$ cat src/hw/rtl/lpp_pkg.sv
package lpp_pkg;

    // Item kinds carried in the slave-side tuser
    typedef enum logic [2:0] {
        MODE_TICK       = 3'd0,
        MODE_READ_WORD  = 3'd1,
        MODE_READ_BYTE  = 3'd2,
        MODE_WRITE_WORD = 3'd3,
        MODE_WRITE_BYTE = 3'd4,
        MODE_IRQ_ACK    = 3'd5
    } t_mode;

    // Default register addresses (byte addresses, even)
    localparam logic [15:0] STATUS_ADDRESS_DEF = 16'd65356;
    localparam logic [15:0] BUFFER_ADDRESS_DEF = 16'd65358;

    // Print delay after reset, in instructions
    localparam logic [15:0] PRINT_DELAY_RESET = 16'd100;

    // Status word bit positions and masks
    localparam int          DONE_BIT  = 7;
    localparam int          IE_BIT    = 6;
    localparam logic [15:0] LOW_BYTE  = 16'o000377;
    localparam logic [15:0] HIGH_BYTE = 16'o177400;

    // Field widths
    localparam int TIME_W = 48;
    localparam int CHAR_W = 7;

    // Stream widths
    localparam int IN_TDATA_W  = 88;
    localparam int IN_TUSER_W  = 3;
    localparam int OUT_TDATA_W = 32;

endpackage

$ cat src/hw/rtl/line_printer_port.sv
// Line printer port: a status/buffer register pair with a character sink and a print deadline.
// Each request on the slave stream is a tick, a word or byte read, a word or byte write, or an
// interrupt acknowledge, and yields exactly one result on the master stream. The block takes
// one request per cycle while the result side is not stalled; a request is held in the input
// register, and its result is then captured into the result register. The state update for a
// request happens as it moves into the result register, so the next request in the following
// cycle already sees it. The print deadline add and its compare against the instruction count
// sit in the one stage between the input register and the result register.
// The print delay is written through the cfg channel, which is always ready; write it only
// while no request is in flight.
module line_printer_port #(
    parameter logic [15:0] STATUS_ADDRESS = lpp_pkg::STATUS_ADDRESS_DEF,
    parameter logic [15:0] BUFFER_ADDRESS = lpp_pkg::BUFFER_ADDRESS_DEF
) (
    input  logic                                i_clk,
    input  logic                                i_rst_n,
    // Configuration write: print_delay
    input  logic                                i_cfg_valid,
    output logic                                o_cfg_ready,
    input  logic [15:0]                         i_cfg_data,
    // Request stream
    input  logic                                s_axis_tvalid,
    output logic                                s_axis_tready,
    // tdata: addr[15:0], wdata[31:16], now[79:32], sink_ready[80], zero fill [87:81]
    input  logic [lpp_pkg::IN_TDATA_W-1:0]      s_axis_tdata,
    // tuser: mode[2:0]
    input  logic [lpp_pkg::IN_TUSER_W-1:0]      s_axis_tuser,
    // Result stream
    output logic                                m_axis_tvalid,
    input  logic                                m_axis_tready,
    // tdata: rdata[15:0], hit[16], char_valid[17], char_code[24:18], irq_request[25],
    //        irq_taken[26], ready_flag[27], zero fill [31:28]
    output logic [lpp_pkg::OUT_TDATA_W-1:0]     m_axis_tdata
);

    localparam int TW = lpp_pkg::TIME_W;
    localparam int CW = lpp_pkg::CHAR_W;

    // Configuration and device state
    logic [15:0]   r_print_delay;
    logic          r_done, n_done;
    logic          r_enable, n_enable;
    logic          r_irq, n_irq;
    logic [TW-1:0] r_deadline, n_deadline;
    logic          r_stash_valid, n_stash_valid;
    logic [CW-1:0] r_stash_char, n_stash_char;

    // Input register
    logic          r_in_valid;
    lpp_pkg::t_mode r_in_mode;
    logic [15:0]   r_in_addr;
    logic [15:0]   r_in_wdata;
    logic [TW-1:0] r_in_now;
    logic          r_in_sink_ready;

    // Result register
    logic          r_out_valid;
    logic [15:0]   r_out_rdata, n_rdata;
    logic          r_out_hit, n_hit;
    logic          r_out_char_valid, n_char_valid;
    logic [CW-1:0] r_out_char_code, n_char_code;
    logic          r_out_irq_taken, n_irq_taken;
    logic          r_out_irq, r_out_done;

    logic          advance;
    logic          in_take;

    // Decode and helpers
    logic          is_status, is_buffer;
    logic [15:0]   status_word, bus_word, write_value;
    logic [TW:0]   deadline_sum;
    logic [TW-1:0] deadline_new;
    logic [CW-1:0] write_char;
    logic          stash_blocked;

    assign o_cfg_ready   = 1'b1;
    assign advance       = r_in_valid && (!r_out_valid || m_axis_tready);
    assign s_axis_tready = !r_in_valid || advance;
    assign in_take       = s_axis_tvalid && s_axis_tready;

    // Address decode ignores bit 0
    assign is_status   = (r_in_addr[15:1] == STATUS_ADDRESS[15:1]);
    assign is_buffer   = (r_in_addr[15:1] == BUFFER_ADDRESS[15:1]);
    assign status_word = {8'd0, r_done, r_enable, 6'd0};
    assign bus_word    = is_status ? status_word : 16'd0;

    // Byte writes merge into the word as a read returns it
    always_comb begin
        if (r_in_mode == lpp_pkg::MODE_WRITE_BYTE) begin
            if (r_in_addr[0]) begin
                write_value = {r_in_wdata[7:0], bus_word[7:0]};
            end else begin
                write_value = (bus_word & lpp_pkg::HIGH_BYTE)
                            | (r_in_wdata & lpp_pkg::LOW_BYTE);
            end
        end else begin
            write_value = r_in_wdata;
        end
    end
    assign write_char = write_value[CW-1:0];

    // Deadline for a character taken now: saturate, and never store zero
    assign deadline_sum = {1'b0, r_in_now} + {{(TW+1-16){1'b0}}, r_print_delay};
    always_comb begin
        if (deadline_sum[TW]) begin
            deadline_new = {TW{1'b1}};
        end else if (deadline_sum[TW-1:0] == '0) begin
            deadline_new = {{(TW-1){1'b0}}, 1'b1};
        end else begin
            deadline_new = deadline_sum[TW-1:0];
        end
    end

    // Next state and result for the request in the input register
    always_comb begin
        n_done        = r_done;
        n_enable      = r_enable;
        n_irq         = r_irq;
        n_deadline    = r_deadline;
        n_stash_valid = r_stash_valid;
        n_stash_char  = r_stash_char;
        n_rdata       = 16'd0;
        n_hit         = 1'b0;
        n_char_valid  = 1'b0;
        n_char_code   = '0;
        n_irq_taken   = 1'b0;
        stash_blocked = 1'b0;

        case (r_in_mode)
            lpp_pkg::MODE_TICK: begin
                // Retry a stashed character first
                if (r_stash_valid) begin
                    if (r_in_sink_ready) begin
                        n_char_valid  = 1'b1;
                        n_char_code   = r_stash_char;
                        n_deadline    = deadline_new;
                        n_stash_valid = 1'b0;
                    end else begin
                        stash_blocked = 1'b1;
                    end
                end
                // Set done once the deadline is reached
                if (!stash_blocked && !r_done && n_deadline != '0
                        && r_in_now >= n_deadline) begin
                    n_done     = 1'b1;
                    n_deadline = '0;
                    if (r_enable) begin
                        n_irq = 1'b1;
                    end
                end
            end
            lpp_pkg::MODE_READ_WORD: begin
                n_hit   = is_status || is_buffer;
                n_rdata = bus_word;
            end
            lpp_pkg::MODE_READ_BYTE: begin
                n_hit   = is_status || is_buffer;
                n_rdata = r_in_addr[0] ? {8'd0, bus_word[15:8]}
                                       : (bus_word & lpp_pkg::LOW_BYTE);
            end
            lpp_pkg::MODE_WRITE_WORD, lpp_pkg::MODE_WRITE_BYTE: begin
                n_hit = is_status || is_buffer;
                if (is_status) begin
                    n_enable = write_value[lpp_pkg::IE_BIT];
                    if (!write_value[lpp_pkg::IE_BIT]) begin
                        n_irq = 1'b0;
                    end else if (!r_enable && r_done) begin
                        n_irq = 1'b1;
                    end
                end else if (is_buffer) begin
                    n_done = 1'b0;
                    n_irq  = 1'b0;
                    if (r_in_sink_ready) begin
                        n_char_valid = 1'b1;
                        n_char_code  = write_char;
                        n_deadline   = deadline_new;
                    end else begin
                        n_stash_valid = 1'b1;
                        n_stash_char  = write_char;
                        n_deadline    = '0;
                    end
                end
            end
            lpp_pkg::MODE_IRQ_ACK: begin
                n_irq_taken = r_irq;
                n_irq       = 1'b0;
            end
            default: begin
            end
        endcase
    end

    // Hold the print delay
    always_ff @(posedge i_clk) begin
        if (!i_rst_n) begin
            r_print_delay <= lpp_pkg::PRINT_DELAY_RESET;
        end else if (i_cfg_valid && o_cfg_ready) begin
            r_print_delay <= i_cfg_data;
        end
    end

    // Advance device state as a request moves into the result register
    always_ff @(posedge i_clk) begin
        if (!i_rst_n) begin
            r_done        <= 1'b1;
            r_enable      <= 1'b0;
            r_irq         <= 1'b0;
            r_deadline    <= '0;
            r_stash_valid <= 1'b0;
            r_stash_char  <= '0;
        end else if (advance) begin
            r_done        <= n_done;
            r_enable      <= n_enable;
            r_irq         <= n_irq;
            r_deadline    <= n_deadline;
            r_stash_valid <= n_stash_valid;
            r_stash_char  <= n_stash_char;
        end
    end

    // Input register control
    always_ff @(posedge i_clk) begin
        if (!i_rst_n) begin
            r_in_valid <= 1'b0;
        end else if (in_take) begin
            r_in_valid <= 1'b1;
        end else if (advance) begin
            r_in_valid <= 1'b0;
        end
    end

    // Capture a request
    always_ff @(posedge i_clk) begin
        if (in_take) begin
            r_in_mode       <= lpp_pkg::t_mode'(s_axis_tuser[2:0]);
            r_in_addr       <= s_axis_tdata[15:0];
            r_in_wdata      <= s_axis_tdata[31:16];
            r_in_now        <= s_axis_tdata[79:32];
            r_in_sink_ready <= s_axis_tdata[80];
        end
    end

    // Result register control
    always_ff @(posedge i_clk) begin
        if (!i_rst_n) begin
            r_out_valid <= 1'b0;
        end else if (advance) begin
            r_out_valid <= 1'b1;
        end else if (m_axis_tready) begin
            r_out_valid <= 1'b0;
        end
    end

    // Capture a result
    always_ff @(posedge i_clk) begin
        if (advance) begin
            r_out_rdata      <= n_rdata;
            r_out_hit        <= n_hit;
            r_out_char_valid <= n_char_valid;
            r_out_char_code  <= n_char_code;
            r_out_irq        <= n_irq;
            r_out_irq_taken  <= n_irq_taken;
            r_out_done       <= n_done;
        end
    end

    assign m_axis_tvalid = r_out_valid;
    assign m_axis_tdata  = {4'd0, r_out_done, r_out_irq_taken, r_out_irq, r_out_char_code,
                            r_out_char_valid, r_out_hit, r_out_rdata};

endmodule

$ cat config.mk
export PLATFORM = sky130hd
export DESIGN_NAME = line_printer_port
export DESIGN_NICKNAME = d
export VERILOG_FILES = /design/src/hw/rtl/lpp_pkg.sv /design/src/hw/rtl/line_printer_port.sv
export SDC_FILE = /design/constraint.sdc
export NUM_CORES = 1
export LEC_CHECK = 0
export BUFFER_PORTS_ARGS = -buffer_cell sky130_fd_sc_hd__buf_2
export CORE_ASPECT_RATIO = 1.5
export CORE_MARGIN = 2
export CORE_UTILIZATION = 49
export CTS_BUF_LIST = sky130_fd_sc_hd__clkbuf_8 sky130_fd_sc_hd__clkbuf_16
export CTS_CLUSTER_DIAMETER = 150
export CTS_CLUSTER_SIZE = 16
export DETAILED_ROUTE_END_ITERATION = 8
export PLACE_DENSITY = 0.72
export SYNTH_ARGS = -nofsm -noshare
export SYNTH_HDL_FRONTEND = slang
export SYNTH_SLANG_ARGS = --single-unit
$ cat constraint.sdc
create_clock -name i_clk -period 5.6 [get_ports i_clk]
set_input_delay 0.28 -clock i_clk [delete_from_list [all_inputs] [get_ports i_clk]]
set_output_delay 0.28 -clock i_clk [all_outputs]
set_load 0.005 [all_outputs]
After elaboration in Yosys (flattened, before gate mapping):

Index checks and enable logic that the tools add are counted.

* bits in registers: 180
* bits in latches: 0
* memory bits (writable): 0
* memory bits (read-only): 0
* output and inout bits: 35
* word-level logic and storage cells: 110
* memories kept: 0

* add/subtract/negate cells: 1
* $mul: 0
* divide/modulo/power cells: 0
* $lt $le $gt $ge: 1
* eq/ne operators: 10
* shift-type cells: 0
* muxes and demuxes: 48
* bitwise logic cells: 3
* reduce and logical (&&, ||, !) cells: 26

Operators with widths (count)
* two-way mux 48 bit: 9
* case mux 48 bit (2 select lines): 1
* adder 48 x 16 -> 49 bit: 1
* two-way mux 7 bit: 7
* greater-or-equal comparator 48 bit: 1
* logical NOT 48 bit: 1
* nonzero test 48 bit: 1
* == test 15 bit (second input constant): 2
* two-way mux 1 bit: 23
* two-way mux 8 bit: 2
* case mux 8 bit (2 select lines): 1
* case mux 7 bit (2 select lines): 1
* AND reduction 5 bit: 2
* OR 1 x 7 -> 7 bit (first input constant): 1
* == test 3 x 2 -> 1 bit (second input constant): 2
* == test 3 bit (second input constant): 2
* logical AND 1 bit: 6
* != test 2 bit (second input constant): 3
* case mux 1 bit (2 select lines): 3
* nonzero test 2 bit: 3
* logical NOT 1 bit: 5
* AND reduction 4 bit: 1
* OR reduction 4 bit: 1
* == test 3 x 1 -> 1 bit (second input constant): 1
* other kinds (6): 9

Logic depth before layout (Yosys ltp):

* depth in word-level cells: 12
* mapped depth: 25
* depth with buffers taken out: 23

Worst setup path after synthesis:

OpenSTA, ideal clock, no wires.

* kind: reg-to-reg
* from: register r_in_now[0]
* to: register r_deadline[10]
* arrival: 5.499 ns
* data required time: 5.541 ns
* setup slack: 0.043 ns
* stages on the path, launching flop included: 25
* buffers on the path: 1
* cells stage by stage: edfxtp_1 > ha_1 > fa_1 > nand3_1 > nand2_1 > a221oi_1 > nor4_1 > a211oi_1 > nand2_1 > or4_1 > nor4_1 > a31o_2 > ha_1 > nand2b_1 > a21o_1 > a21o_1 > a21o_1 > a21o_1 > a21oi_1 > o21ai_0 > a21oi_1 > o21ai_1 > clkbuf_1 > o221ai_1 > o211a_1

* word-level cells in the longest chain between the ends: 12
* elaborated cells between the ends (all ways): 16
* those cells by class: add/sub (1); order compare (1); mux (10); reduce/logical (4)

Ends and longest elaborated chain
* start, declared: RTL line line_printer_port.sv:53 `logic [TW-1:0] r_in_now;`
* start signal, assigned: RTL line line_printer_port.sv:238 `r_in_now <= s_axis_tdata[79:32];`
* parallel branches: the longest is 11 deep, another holds adder 48 x 16 -> 49 bit
* case mux 48 bit (2 select lines) *: RTL line line_printer_port.sv:129 `case (r_in_mode)`
* end signal, assigned: RTL line line_printer_port.sv:215 `r_deadline <= n_deadline;`
* end, declared: RTL line line_printer_port.sv:44 `logic [TW-1:0] r_deadline, n_deadline;`

Every way passes the cells marked *. The select of a mux whose other input is x is not followed.
A chain may end at the register's enable or synchronous reset.

Worst setup path after layout:

* from: register r_in_now[3]
* to: register r_deadline[15]

Same word-level chain as after synthesis.

==> impl_metrics.tcl <==
set metrics [dict create \
    status "complete, no violations" \
    relSlewSlack 0.290 \
    synth_top_area_share 0.243 \
    grt_max_degree 76 \
    tightest_slew_ns 1.06 \
    fp.dieW_um 126 \
    ys_seq_area_frac 0.383 \
    drtIter0Drc 984 \
    vdd_ir_drop_max_mv 0.299 \
    critical_path.max_stage_delay_ns 0.45 \
    die-height_um 188 \
    drcViolationCount 0 \
    drt.antenna.violating_nets 0 \
    grt_pass1_wl_um 60300 \
    placed_cell_area_um2 13000 \
    cp_slowest_cell "edfxtp_1" \
    cts_buffers 17 \
    startpoint_type "flip-flop" \
    nets 1675 \
    synthCells 1181 \
    endpoint_kind "flip-flop" \
    fmax_ghz 0.179 \
    finalSetupViolCount 0 \
    cts_max_level 4 \
    cts.reportedPaths.clkPinSlew_ns 0.07 \
    grt_remaining_overflow 0 \
    rsz0062_at_grt "yes" \
    netlist_area_um2 11000 \
    ys_top_cells_by_area "edfxtp_1, dfxtp_1, ha_1" \
    power_density_nw_per_um2 227 \
    synthArstFlopShare 0 \
    ctsRootBufferMaster "clkbuf_16" \
    hold_ws_ns 0.00884 \
    hp-class "in2reg" \
    routed_via_density 6.31 \
    synth_common_cells "a21oi_1, nor2_1, edfxtp_1" \
    boundaryPins 147 \
    hold_viol 0 \
    clock_path_buffers 2 \
    cts_num_sinks 166 \
    start_util 0.495 \
    drt_wl_total_um 40200 \
    fin_ws_ns 0.00379 \
    slew_violations 0 \
    pre_cts_ws_ns -0.342 \
    yosys_warnings 0 \
    io_buffers 111 \
    dp_hpwl_um 28800 \
    gp_congestion 1.04 \
    antenna_cells 0 \
    core_um2 22200 \
    clk_latency_ns 0.45 \
    fillers 1815 \
    vias 11300 \
    path_class "reg2reg" \
    crit_top_cell "a21o_1" \
    synth_seq_cells 166 \
    dieArea_um2 23700 \
    maxCapViolations 0 \
    finalClockSkew_ns 0.0113 \
    required_ns 5.97 \
    post-route-util 0.651 \
    dr.pass1.iters 5 \
    worstPathArrival_ns 5.97 \
    synth_cell_types 94 \
    grt_util_all_layers 0.331 \
    drive_above_1_share 0.308 \
    ys_dominant_reg_cell "edfxtp_1" \
    finalCritPeriodShare 0.999 \
    worstPathMaxFanout 7 \
    setup_tns_ns 0 \
    p_leak_nw 6.10 \
    cts_tree "yes" \
    yosys.area.top_type "edfxtp_1" \
    grt_pass1_vias 11100 \
    syn_area_per_cell_um2 9.32 \
    synthToLayoutAreaGrowth_pct 31.4 \
    synth_edf_count 89 \
    fin_area_um2 14500 \
    rows 67 \
    wire_per_inst_um 22.5 \
    fin_crit_ns 5.60 \
    antenna_found_initial 0 \
]
## worst max-delay path: cells and delay by family, from the launching register on
kind,cells,cell delay (ns)
adder cells (fa/ha/maj),2,0.56
AO/OA/AOI/OAI,14,2.57
XOR/XNOR,1,0.17
flip-flops,1,0.45
buffers and inverters,3,0.57
AND/OR/NAND/NOR,5,1.21
## cell usage in the layout (no fill, tap or decap), types with 14 or more instances in the layout
cell             n
buf_4          211
nor2_1         112
buf_2          111
a21oi_1         99
edfxtp_1        89
nand2_1         85
dfxtp_1         77
ha_1            62
dlygate4sd3_1   45
nand4_1         41
o211a_1         34
o21ai_0         33
a21o_1          31
nand3_1         29
nor3_1          27
xnor2_1         23
mux2i_1         23
o221ai_1        21
conb_1          19
clkbuf_16       19
inv_1           14
a31oi_1         14
## registers in the layout, summed over array words and instances (netlist names)
register / count
r_enable: 1
r_print_delay: 16
r_irq: 1
r_stash_char: 7
r_out_irq_taken: 1
r_in_sink_ready: 1
r_in_now: 48
m_axis_tvalid: 1
r_stash_valid: 1
r_in_wdata: 7
r_out_char_valid: 1
r_out_irq: 1
r_deadline: 48
r_in_valid: 1
r_out_done: 1
r_out_rdata: 2
r_in_addr: 16
r_out_hit: 1
r_done: 1
r_out_char_code: 7
r_in_mode: 3
## per-stage QoR
step	instances	total power, mW
2_1_floorplan	1198	1.73
3_3_place_gp	1702	1.98
3_5_place_dp	1702	1.99
4_1_cts	1782	3.25
5_1_grt	1787	3.38
6_report	1787	3.28
## path summary, 6_finish.rpt
path,startpoint,endpoint,slack (ns),cells after the start
worst min register to register,r_stash_char[0]$_SDFFE_PN0P_,r_stash_char[0]$_SDFFE_PN0P_,0.47,2
worst min-delay path,s_axis_tuser[1],r_in_mode[1]$_DFFE_PP_,0.009,1
worst max-delay path,r_in_now[3]$_DFFE_PP_,r_deadline[15]$_SDFFE_PN0P_,0.004,25
worst max register to register,r_in_now[3]$_DFFE_PP_,r_deadline[15]$_SDFFE_PN0P_,0.004,25
## repair_timing
item                                    CTS  global route
endpoints found under the setup margin   52            52
endpoints found under the hold margin    41             4
buffers inserted                          5             1
gates resized for setup                  24            53
hold buffers                             41             4
pin swaps                                18             8
cloned                                    2             0
## cell families after synthesis
logic type / synth area share
AO/OA/AOI/OAI: 0.238
XOR/XNOR: 0.0279
adder cells (fa/ha/maj): 0.0746
buffers and inverters: 0.0588
flip-flops: 0.383
multiplexers: 0.0246
other: 0.000683
AND/OR/NAND/NOR: 0.192
## routing by layer
layer | global-route usage | vias to the layer above | routed length, um
met3 | 0.0539 | 213 | 2630
met5 | 0 | - | 0
li1 | - | 5129 | -
met2 | 0.556 | 598 | 19500
met1 | 0.359 | 5328 | 14100
met4 | 0.283 | 0 | 4010
## final cells by class
type                       instances  area, um2  share of cell area
clock inverter                    15        179              0.0124
timing repair buffer             373       2710               0.187
inverter                          16       60.1             0.00415
clock buffer                      17        425              0.0294
sequential                       166       4210               0.291
tap                              276        345              0.0239
multi-input combinational        924       6530               0.451
## report_power, final
group	internal [mW]	total (mW)	switching, mW	leakage [nW]
registers	1.34	1.38	0.0449	1.48
logic	0.304	0.674	0.371	4.32
clock network	0.641	1.22	0.582	0.298
(Power assumes the default switching activity.)
